==> src/design/cdcp_pkg.sv <==
// ----------------------------------------------------------------------------
// cdcp_pkg: shared types and constants for cache-domain core placement
// Sizes of the core list and domain map, configuration register indexes,
// and the packed input and result items.
// ----------------------------------------------------------------------------
package cdcp_pkg;

  localparam int MAX_CORES    = 64;
  localparam int MAX_DOMAINS  = 64;
  localparam int RESULT_LIMIT = 64;

  localparam int CPU_W  = 12;
  localparam int DOM_W  = 6;
  localparam int IDX_W  = $clog2(MAX_CORES);
  localparam int CNT_W  = IDX_W + 1;
  localparam int KEY_W  = DOM_W + IDX_W;

  localparam int CFG_IDX_W  = 2;
  localparam int CFG_DATA_W = 7;
  localparam int PROD_W     = 2 * CFG_DATA_W;

  localparam logic [CFG_IDX_W-1:0] CFG_PARTITIONS  = 2'd0;
  localparam logic [CFG_IDX_W-1:0] CFG_GROUP_INDEX = 2'd1;
  localparam logic [CFG_IDX_W-1:0] CFG_GROUP_COUNT = 2'd2;

  typedef struct packed {
    logic [CPU_W-1:0] core_cpu;
    logic [DOM_W-1:0] core_domain;
    logic             list_end;
  } core_item_t;

  typedef struct packed {
    logic [CPU_W-1:0] placed_cpu;
    logic             run_last;
    logic             failed;
  } place_result_t;

endpackage

==> src/design/cache_domain_core_placement.sv <==
// ----------------------------------------------------------------------------
// cache_domain_core_placement: deal CPU ids of cores over shared-cache domains
// Loads a core list and hands out `partitions` CPU ids for one co-located
// group, or one failure result.
// ----------------------------------------------------------------------------
// Usage:
//   Input: one core per transfer, taken when start is high and busy is low.
//   Cores load at one per cycle into the core RAM (overflow beyond the list
//   size is dropped). A core with list_end set starts placement; busy stays
//   high until the final result has been issued.
//   Configuration: cfg_we writes cfg_data to register cfg_index (partitions,
//   group index, group count) at once; write only while busy is low.
//   Output: each result shows on result for one cycle with result_strobe;
//   the receiver cannot stall. run_last marks the last result of a run, and
//   a failed run gives a single result with failed and run_last set.
//   Sequence: placement runs over the core RAM with one read per cycle:
//   setup (two multiplies and the arm choice); in the dealt arm only, a step
//   per chosen domain to build the domain map and a rank pass where each
//   core scans the cores before it; then one scan of the n stored cores per
//   ordered entry, up to offset + partitions entries. Reset: registers return
//   to partitions 1, group index 0, group count 1; the core list is empty and
//   no result is pending.
// ----------------------------------------------------------------------------
module cache_domain_core_placement (
  input  logic                                clk,
  input  logic                                rst,
  input  logic                                start,
  output logic                                busy,
  input  cdcp_pkg::core_item_t                core,
  input  logic                                cfg_we,
  input  logic [cdcp_pkg::CFG_IDX_W-1:0]      cfg_index,
  input  logic [cdcp_pkg::CFG_DATA_W-1:0]     cfg_data,
  output logic                                result_strobe,
  output cdcp_pkg::place_result_t             result
);

  import cdcp_pkg::*;

  typedef enum logic [3:0] {
    S_IDLE,
    S_MUL_A,
    S_MUL_B,
    S_ARM,
    S_MASK,
    S_RANK_HEAD,
    S_RANK_LOAD,
    S_RANK_SCAN,
    S_LEN_CHECK,
    S_FIND,
    S_FAIL
  } state_t;

  state_t state;

  logic [CFG_DATA_W-1:0] partitions;
  logic [DOM_W-1:0]      grp_index;
  logic [CFG_DATA_W-1:0] grp_count;

  logic [CNT_W-1:0]       core_count;
  logic [DOM_W-1:0]       highest_domain;
  logic                   dealt;
  logic [MAX_DOMAINS-1:0] dom_mask;
  logic [DOM_W:0]         dom_cur;
  logic [PROD_W-1:0]      prod;
  logic [CNT_W-1:0]       order_len;
  logic [CNT_W-1:0]       i_cnt;
  logic [CNT_W-1:0]       j_cnt;
  logic                   pv;
  logic [IDX_W-1:0]       j_d;
  logic [DOM_W-1:0]       dom_i;
  logic [IDX_W-1:0]       rcnt;
  logic [CNT_W-1:0]       t_cnt;
  logic [CNT_W-1:0]       t_start;
  logic [CNT_W-1:0]       t_end;
  logic [KEY_W-1:0]       prev_key;
  logic                   have_prev;
  logic [KEY_W-1:0]       best_key;
  logic [CPU_W-1:0]       best_cpu;
  logic                   have_best;

  // load path
  logic             load;
  logic             store_ok;
  logic [DOM_W-1:0] dom_in;

  // shared multiplier
  logic [CFG_DATA_W-1:0] mul_a;
  logic [PROD_W-1:0]     mul_out;

  // RAM ports
  logic [IDX_W-1:0]       rd_addr;
  logic [CPU_W+DOM_W-1:0] core_rd;
  logic [IDX_W-1:0]       rank_rd;
  logic                   rank_we;

  // scan datapath
  logic             issue;
  logic [DOM_W-1:0] cand_dom;
  logic [CPU_W-1:0] cand_cpu;
  logic [KEY_W-1:0] cand_key;
  logic             cand_ok;
  logic             fail_early;
  logic             flat_fail;
  logic [CNT_W-1:0] flat_start;

  assign busy     = (state != S_IDLE);
  assign load     = start && !busy;
  assign store_ok = (core_count < CNT_W'(MAX_CORES));
  assign dom_in   = ({1'b0, core.core_domain} >= (DOM_W+1)'(MAX_DOMAINS)) ?
                    DOM_W'(MAX_DOMAINS - 1) : core.core_domain;

  cdcp_ram #(.WIDTH(CPU_W + DOM_W), .DEPTH(MAX_CORES)) u_core_ram (
    .clk   (clk),
    .we    (load && store_ok),
    .waddr (core_count[IDX_W-1:0]),
    .wdata ({dom_in, core.core_cpu}),
    .raddr (rd_addr),
    .rdata (core_rd)
  );

  cdcp_ram #(.WIDTH(IDX_W), .DEPTH(MAX_CORES)) u_rank_ram (
    .clk   (clk),
    .we    (rank_we),
    .waddr (i_cnt[IDX_W-1:0]),
    .wdata (rcnt),
    .raddr (rd_addr),
    .rdata (rank_rd)
  );

  assign mul_a   = (state == S_MUL_A) ? grp_count : CFG_DATA_W'(grp_index);
  assign mul_out = PROD_W'(mul_a) * PROD_W'(partitions);

  assign rd_addr = (state == S_RANK_HEAD) ? i_cnt[IDX_W-1:0] : j_cnt[IDX_W-1:0];
  assign issue   = (state == S_RANK_SCAN) ? (j_cnt < i_cnt) : (j_cnt < core_count);
  assign rank_we = (state == S_RANK_SCAN) && !issue && !pv;

  assign cand_dom = core_rd[CPU_W +: DOM_W];
  assign cand_cpu = core_rd[CPU_W-1:0];
  // dealt order is depth-major then domain; flat order is domain then arrival
  assign cand_key = dealt ? {rank_rd, cand_dom} : {cand_dom, j_d};
  assign cand_ok  = pv && (!dealt || dom_mask[cand_dom]) &&
                    (!have_prev || (cand_key > prev_key)) &&
                    (!have_best || (cand_key < best_key));

  assign fail_early = (core_count == '0) || (grp_count == '0) ||
                      (partitions == '0) ||
                      (partitions > CFG_DATA_W'(RESULT_LIMIT)) ||
                      (prod > PROD_W'(core_count));
  assign flat_fail  = ((PROD_W+1)'(prod) + (PROD_W+1)'(partitions)) >
                      (PROD_W+1)'(core_count);
  assign flat_start = prod[CNT_W-1:0];

  always_ff @(posedge clk) begin
    if (rst) begin
      partitions <= CFG_DATA_W'(1);
      grp_index  <= '0;
      grp_count  <= CFG_DATA_W'(1);
    end else if (cfg_we) begin
      case (cfg_index)
        CFG_PARTITIONS:  partitions <= cfg_data;
        CFG_GROUP_INDEX: grp_index  <= cfg_data[DOM_W-1:0];
        CFG_GROUP_COUNT: grp_count  <= cfg_data;
        default: ;
      endcase
    end
  end

  always_ff @(posedge clk) begin
    if (rst) begin
      state          <= S_IDLE;
      core_count     <= '0;
      highest_domain <= '0;
      result_strobe  <= 1'b0;
      pv             <= 1'b0;
      have_prev      <= 1'b0;
      have_best      <= 1'b0;
    end else begin
      result_strobe <= 1'b0;
      case (state)
        S_IDLE: begin
          if (load) begin
            if (store_ok) begin
              core_count <= core_count + CNT_W'(1);
              if (dom_in > highest_domain) begin
                highest_domain <= dom_in;
              end
            end
            if (core.list_end) begin
              state <= S_MUL_A;
            end
          end
        end
        S_MUL_A: begin
          prod  <= mul_out;
          state <= S_MUL_B;
        end
        S_MUL_B: begin
          prod <= mul_out;
          if (fail_early) begin
            state <= S_FAIL;
          end else begin
            state <= S_ARM;
          end
        end
        S_ARM: begin
          if (grp_count <= CFG_DATA_W'(highest_domain) + CFG_DATA_W'(1)) begin
            dealt    <= 1'b1;
            dom_mask <= '0;
            dom_cur  <= {1'b0, grp_index};
            state    <= S_MASK;
          end else begin
            dealt <= 1'b0;
            if (flat_fail) begin
              state <= S_FAIL;
            end else begin
              t_start   <= flat_start;
              t_end     <= flat_start + CNT_W'(partitions);
              t_cnt     <= '0;
              j_cnt     <= '0;
              pv        <= 1'b0;
              have_prev <= 1'b0;
              have_best <= 1'b0;
              state     <= S_FIND;
            end
          end
        end
        S_MASK: begin
          // step through the domains of this group, one per cycle
          if (dom_cur <= {1'b0, highest_domain}) begin
            dom_mask[dom_cur[DOM_W-1:0]] <= 1'b1;
            dom_cur <= dom_cur + (DOM_W+1)'(grp_count);
          end else begin
            i_cnt     <= '0;
            order_len <= '0;
            state     <= S_RANK_HEAD;
          end
        end
        S_RANK_HEAD: begin
          state <= S_RANK_LOAD;
        end
        S_RANK_LOAD: begin
          dom_i <= cand_dom;
          if (dom_mask[cand_dom]) begin
            order_len <= order_len + CNT_W'(1);
          end
          rcnt  <= '0;
          j_cnt <= '0;
          pv    <= 1'b0;
          state <= S_RANK_SCAN;
        end
        S_RANK_SCAN: begin
          // count earlier cores of the same domain
          pv <= issue;
          if (issue) begin
            j_cnt <= j_cnt + CNT_W'(1);
          end
          if (pv && (cand_dom == dom_i)) begin
            rcnt <= rcnt + IDX_W'(1);
          end
          if (!issue && !pv) begin
            i_cnt <= i_cnt + CNT_W'(1);
            if (i_cnt + CNT_W'(1) == core_count) begin
              state <= S_LEN_CHECK;
            end else begin
              state <= S_RANK_HEAD;
            end
          end
        end
        S_LEN_CHECK: begin
          if (order_len < CNT_W'(partitions)) begin
            state <= S_FAIL;
          end else begin
            t_start   <= '0;
            t_end     <= CNT_W'(partitions);
            t_cnt     <= '0;
            j_cnt     <= '0;
            pv        <= 1'b0;
            have_prev <= 1'b0;
            have_best <= 1'b0;
            state     <= S_FIND;
          end
        end
        S_FIND: begin
          // one pass finds the smallest key above the previous one
          pv <= issue;
          if (issue) begin
            j_cnt <= j_cnt + CNT_W'(1);
            j_d   <= j_cnt[IDX_W-1:0];
          end
          if (cand_ok) begin
            best_key  <= cand_key;
            best_cpu  <= cand_cpu;
            have_best <= 1'b1;
          end
          if (!issue && !pv) begin
            prev_key  <= best_key;
            have_prev <= 1'b1;
            have_best <= 1'b0;
            j_cnt     <= '0;
            t_cnt     <= t_cnt + CNT_W'(1);
            if (t_cnt >= t_start) begin
              result_strobe     <= 1'b1;
              result.placed_cpu <= best_cpu;
              result.run_last   <= (t_cnt + CNT_W'(1) == t_end);
              result.failed     <= 1'b0;
            end
            if (t_cnt + CNT_W'(1) == t_end) begin
              core_count     <= '0;
              highest_domain <= '0;
              state          <= S_IDLE;
            end
          end
        end
        S_FAIL: begin
          result_strobe     <= 1'b1;
          result.placed_cpu <= '0;
          result.run_last   <= 1'b1;
          result.failed     <= 1'b1;
          core_count        <= '0;
          highest_domain    <= '0;
          state             <= S_IDLE;
        end
        default: begin
          state <= S_IDLE;
        end
      endcase
    end
  end

  a_fail_is_last: assert property (@(posedge clk) disable iff (rst)
    result_strobe && result.failed |-> result.run_last)
    else $error("failure result not marked last");

  a_last_ends_run: assert property (@(posedge clk) disable iff (rst)
    result_strobe && result.run_last |-> !busy)
    else $error("final result while placement still running");

  a_mid_result_busy: assert property (@(posedge clk) disable iff (rst)
    result_strobe && !result.run_last |-> busy)
    else $error("non-final result outside a run");

  a_run_ends_with_result: assert property (@(posedge clk) disable iff (rst)
    $fell(busy) |-> result_strobe && result.run_last)
    else $error("run ended without a final result");

endmodule

==> src/design/cdcp_ram.sv <==
// ----------------------------------------------------------------------------
// cdcp_ram: generic single-write, single-read RAM
// One write port and one read port; read data is registered.
// ----------------------------------------------------------------------------
module cdcp_ram #(
  parameter int WIDTH = 8,
  parameter int DEPTH = 64
) (
  input  logic                     clk,
  input  logic                     we,
  input  logic [$clog2(DEPTH)-1:0] waddr,
  input  logic [WIDTH-1:0]         wdata,
  input  logic [$clog2(DEPTH)-1:0] raddr,
  output logic [WIDTH-1:0]         rdata
);

  logic [WIDTH-1:0] mem [DEPTH];

  always_ff @(posedge clk) begin
    if (we) begin
      mem[waddr] <= wdata;
    end
    rdata <= mem[raddr];
  end

endmodule

==> config.mk <==
export PLATFORM = sky130hd
export DESIGN_NAME = cache_domain_core_placement
export DESIGN_NICKNAME = d
export VERILOG_FILES = /design/src/design/cdcp_pkg.sv /design/src/design/cache_domain_core_placement.sv /design/src/design/cdcp_ram.sv
export SDC_FILE = /design/constraint.sdc
export NUM_CORES = 2
export LEC_CHECK = 0
export ABC_AREA = 1
export BUFFER_PORTS_ARGS = -buffer_cell sky130_fd_sc_hd__buf_2
export CORE_MARGIN = 2
export CORE_UTILIZATION = 47
export CTS_CLUSTER_DIAMETER = 150
export CTS_CLUSTER_SIZE = 20
export DETAILED_ROUTE_END_ITERATION = 6
export SYNTH_ARGS = -nofsm -noshare
export SYNTH_HDL_FRONTEND = slang
export SYNTH_HIERARCHICAL = 1
export SYNTH_SLANG_ARGS = --single-unit
==> constraint.sdc <==
create_clock -name clk -period 16.2 [get_ports clk]
set_clock_uncertainty 0.15 [all_clocks]
set_input_delay 3.24 -clock clk [delete_from_list [all_inputs] [get_ports clk]]
set_output_delay 3.24 -clock clk [all_outputs]
set_load 0.05 [all_outputs]
-- Word-level counts from Yosys, hierarchy flattened
Memory sizes are Yosys's and may differ from the RTL's. A register that Yosys moved wholly into a read port is not among the register bits.
Index checks and enable logic that the tools add are counted.
Widths: inputs -> output; s select.
- register bits: 237
- latch bits: 0
- memory bits (writable): 1536
- bits in read-only memories: 0
- output and inout bits: 16
- logic and storage cells: 235
- memories kept: 2
- add/sub/neg operators: 10
- multipliers: 1
- div/mod/pow operators: 0
- $lt $le $gt $ge: 16
- eq/ne operators: 32
- shift-type cells: 0
- muxes and demuxes: 79
- bitwise logic cells: 2
- reductions and logical operators: 64
- memory list (memory ; depth ; bits a word ; rd ports ; clocked after Yosys merged registers in ; wr ports ; line ; text):
    u_core_ram.mem ; 64 ; 18 ; 1 ; 1 ; 1 ; cdcp_ram.sv:17 ; logic [WIDTH-1:0] mem [DEPTH];
    u_rank_ram.mem ; 64 ; 6 ; 1 ; 1 ; 1 ; cdcp_ram.sv:17 ;
- operators with widths (kind ; count):
    $mux 7 ; 21
    $mux 64 ; 2
    $pmux 64 s2 ; 1
    $pmux 7 s2 ; 5
    $or 64x64->64 ; 1
    $mux 6 ; 7
    $pmux 7 s3 ; 2
    $pmux 4 s10 ; 1
    $mux 4 ; 9
    $add 7x1->7 const B ; 5
    $pmux 7 s5 ; 1
    $mux 14 ; 2
    $ne 2x2->1 const B ; 14
    $pmux 14 s2 ; 1
    $reduce_and 5->1 ; 5
    $logic_not 7->1 ; 3
    $lt 7x7->1 ; 3
    $reduce_and 4->1 ; 5
    $pmux 6 s3 ; 1
    $reduce_and 6->1 ; 3
    $eq 4x3->1 const B ; 4
    $mux 1 ; 16
    $add 14x7->15 ; 1
    $gt 15x7->1 ; 1
    45 further kinds ; 90

-- Longest topological paths before layout
- word-level depth: 9
- mapped depth: 26

-- Cells and area by module
The synthesis kept the hierarchy.
- by module, submodules not included (module ; times used ; cells each ; area each (µm²) ; seq. area each (µm²)):
    cdcp_ram at u_core_ram ; 1 ; 3960 ; 47289.1 ; 34953.5
    cdcp_ram at u_rank_ram ; 1 ; 1376 ; 15930.3 ; 11651.2
    cache_domain_core_placement ; 1 ; 1775 ; 15155.8 ; 6706.4

-- Worst setup path after synthesis
Ideal clock, no wire load.
- path type: input port to flip-flop
- start point: input rst
- end point: register dom_cur[0] (enable)
- setup time: 0.879 ns
- arrival time: 14.287 ns
- setup slack: 0.885 ns
- cell stages on the path: 1
- path buffers: 0
- path through: a2111oi_0
- longest elaborated chain between the ends: 2
- ends and longest elaborated chain (what ; line ; text):
    start: declaration ; cache_domain_core_placement.sv:26 ; input logic rst,
    $not 1->1 (no source line) ; -- ;
    $reduce_and 4->1 (no source line) ; -- ;
    end signal: assignment ; cache_domain_core_placement.sv:209 ; dom_cur <= {1'b0, grp_index};
    end signal: assignment ; cache_domain_core_placement.sv:231 ; dom_cur <= dom_cur + (DOM_W+1)'(grp_count);
    end: declaration ; cache_domain_core_placement.sv:63 ; logic [DOM_W:0] dom_cur;
Every way passes these cells.
A chain may end at the register's enable or synchronous reset.

-- Worst setup path after layout
- start point: register state[0]
- end point: register prod[13] (data pin)
- longest elaborated chain between the ends: 3
- ends and longest elaborated chain (what ; line ; text):
    start: declaration ; cache_domain_core_placement.sv:53 ; state_t state;
    start signal: assignment ; cache_domain_core_placement.sv:170 ; state <= S_IDLE;
    start signal: assignment ; cache_domain_core_placement.sv:189 ; state <= S_MUL_A;
    start signal: assignment ; cache_domain_core_placement.sv:195 ; state <= S_MUL_B;
    $eq 4x1->1 ; cache_domain_core_placement.sv:130 ; assign mul_a = (state == S_MUL_A) ? grp_count : CFG_DATA_W'(grp_index);
    $mux 7 ; cache_domain_core_placement.sv:130 ;
    $mul 7x7->14 ; cache_domain_core_placement.sv:131 ; assign mul_out = PROD_W'(mul_a) * PROD_W'(partitions);
    net mul_out[13] ; cache_domain_core_placement.sv:88 ; logic [PROD_W-1:0] mul_out;
    end signal: assignment ; cache_domain_core_placement.sv:194 ; prod <= mul_out;
    end signal: assignment ; cache_domain_core_placement.sv:198 ; prod <= mul_out;
    end: declaration ; cache_domain_core_placement.sv:64 ; logic [PROD_W-1:0] prod;
The timed path passes the listed nets, and every way through them passes these cells.

==> qor.csv <==
metric,value,unit
status,completed,
path_clk_slew,90,ps
grt_start_max_net_pins,244,
maxSlewHeadroom,0.169,
syn-num-nets,7303,
ys_seq_area_frac,0.680,
setup.worst_path.start_class,flip-flop,
multi_input_area,22200,um^2
period_share,0.389,
cts_setup_buffers,0,
critPathMaxStageDelay,670,ps
antenna_left,0,
critical_path.max_fanout,12,
p_leak,30.4,nW
hp-class,reg2reg,
cpMostUsedCell,inv_1,
ctsHoldBuffers,0,
synth_area_per_cell,11.0,um^2
power.density,131,nW/um^2
path_class,reg2reg,
clk_latency,800,ps
grt_usage,0.247,
cts_made_buffers,99,
syn_inst,7111,
yosys_warnings,6,
post_cts_resized,0,
hold_ws,265,ps
die_h,412,um
period_minus_slack,6310,ps
netlist.area_leader.share,0.664,
yosys.area.top_type,edfxtp_1,
grt_pass1_wl,317000,um
areaGrowthSynthToFinish,6.04,%
synth.distinct_cells,52,
drv_cap,0,
die_x,412,um
grt_pass1_vias,49285,
crit_arrival,6640,ps
slew_violations,0,
crit_buf_inv,7,
placementRows,149,
routed_wl,212000,um
coreArea,165000,um^2
detail_route.vias_per_cell,5.65,
grt_use_met1,0.349,
worstMarginPinSlew,1240,ps
io_pins,48,
seq_area,53300,um^2
h-tree-depth,3,
gr-usage-met2,0.395,
vias,52172,
path_delay_family,adder cells,
clock.fmax,0.159,GHz
cts_tree,built,
drtPass1Iterations,6,
gr-total-overflow,0,
portBuffers,47,
gr-usage-met3,0.0335,
path_cells,inv_1 -> nor2_1 -> inv_2 -> nor2_1 -> inv_1 -> o21ai_0 -> nor2_1 -> fa_1 -> inv_1 -> fa_1 -> inv_1 -> fa_1 -> inv_1 -> fa_1 -> inv_1 -> ha_1 -> a21oi_1 -> o21ai_0 -> a21oi_1 -> o21ai_0 -> a21oi_1 -> nor2_1 -> nor2_1 -> xor2_1,
finalSetupViolations,0,
initial_core_util,0.474,
synth-seq-cells,1797,
hold_viol_final,0,
dp_hpwl,125000,um
clockRootBuffer,clkbuf_16,
rsz0062_at_grt,false,
final_common_cell,nand2_1,
clockBufferDepth,3,
worstHoldPathCells,0,
cts.sinks,1797,
cp.depth,24,
cp.required,16530,ps
drtIter0Drc,6233,
ir_drop,0.117,mV
grt-busiest-layer,met2,
post_drt_wl_per_cell,23.0,um
worstRegToRegCells,24,
dieArea,170000,um^2
place.gp.congestion,0.887,
final_cell_mix,"nand2_1, edfxtp_1, nand3_1, nor2_1, inv_1",
end_kind,flip-flop,
antenna_found_initial,7,
slowest_stage,nor2_1,
drive_gt1_frac,0.0494,
nNetsFinal,7175,
route.detailed.drc,0,
final.fill_count,14552,
synth_area_leaders,"edfxtp_1, nand2_1, nand3_1",
syn-cell-area,78400,um^2
fin_setup_tns,0,ps
[worst paths after layout]
check	slack, ps	end	from
setup / recovery	9890	prod[13]$_DFFE_PP_	state[0]$_SDFFE_PP0P_
hold / removal	270	best_cpu[5]$_DFFE_PP_	u_core_ram/rdata[5]$_DFF_P_
setup reg to reg	9890	prod[13]$_DFFE_PP_	state[0]$_SDFFE_PP0P_
hold reg to reg	270	best_cpu[5]$_DFFE_PP_	u_core_ram/rdata[5]$_DFF_P_
[cell usage after synthesis (all sizes together)]
library cell	count
o21a	10
nand3b	3
edfxtp	1732
a221oi	1
fa	26
inv	251
clkinv	7
nand3	1424
nor4	8
nand4	33
a21oi	152
xnor2	11
o211ai	4
nand2	2292
o2111ai	2
xnor3	1
xor2	36
a211oi	4
dfxtp	65
clkbuf	76
a31oi	2
a2111oi	1
o22ai	1
nor3	46
or3	1
or2	4
o21bai	2
a21o	2
nor2	398
o31ai	2
a22o	1
buf	295
nor3b	3
ha	134
o21ai	81
[report_power, final]
| group | total, mW | switching, mW | leakage (nW) | internal [mW] |
|---|---|---|---|---|
| logic | 2.81 | 2.07 | 12.9 | 0.737 |
| registers | 5.39 | 0.131 | 16.2 | 5.26 |
| clock network | 2.66 | 1.49 | 1.37 | 1.16 |
[through the flow]
step / setup slack, ps / power (mW) / cell area, um^2 / util / std cells
2_1_floorplan: 885 / 7.37 / 78400 / - / 7111
6_report: 9890 / 10.9 / 83100 / 0.503 / 9234
3_5_place_dp: 10020 / 8.28 / 80200 / 0.485 / 9070
5_1_grt: 9530 / 11.4 / 83100 / 0.503 / 9232
3_3_place_gp: 10060 / 8.25 / 80200 / 0.485 / 9070
4_1_cts: 9940 / 10.9 / 83100 / 0.503 / 9231
[final cells by class]
class / instances / area share
sequential: 1797 / 0.641
clock buffer: 154 / 0.0325
tap: 2189 / 0.0330
timing repair buffer: 142 / 0.0120
inverter: 258 / 0.0122
antenna: 2 / 0.0000602
clock inverter: 7 / 0.00211
multi-input combinational: 4685 / 0.267
[logic make-up (layout without fill, tap and decap cells)]
logic type	Yosys count	count (layout)	synth area share
flip-flops	1797	1797	0.680
XOR/XNOR	48	48	0.00554
adder cells (fa/ha/maj)	160	160	0.0280
AO/OA/AOI/OAI	265	265	0.0181
AND/OR/NAND/NOR	4212	4212	0.228
other	0	2	0
buffers and inverters	629	561	0.0400
[registers in the layout, indices dropped and copies added, names as in the netlist, 12 cells and up]
| register | cells |
|---|---|
| best_cpu | 12 |
| u_core_ram/rdata | 18 |
| prev_key | 12 |
| best_key | 12 |
| result | 14 |
| dom_mask | 64 |
| u_rank_ram/mem | 384 |
| u_core_ram/mem | 1152 |
| prod | 14 |
[layer usage]
metal  wire length [um]  vias to the layer above
li1                   -                    24315
met4               7890                        6
met2              99400                     2043
met5                 42                        -
met1              89300                    25452
met3              15700                      356
Power figures use the tool's default switching activity.
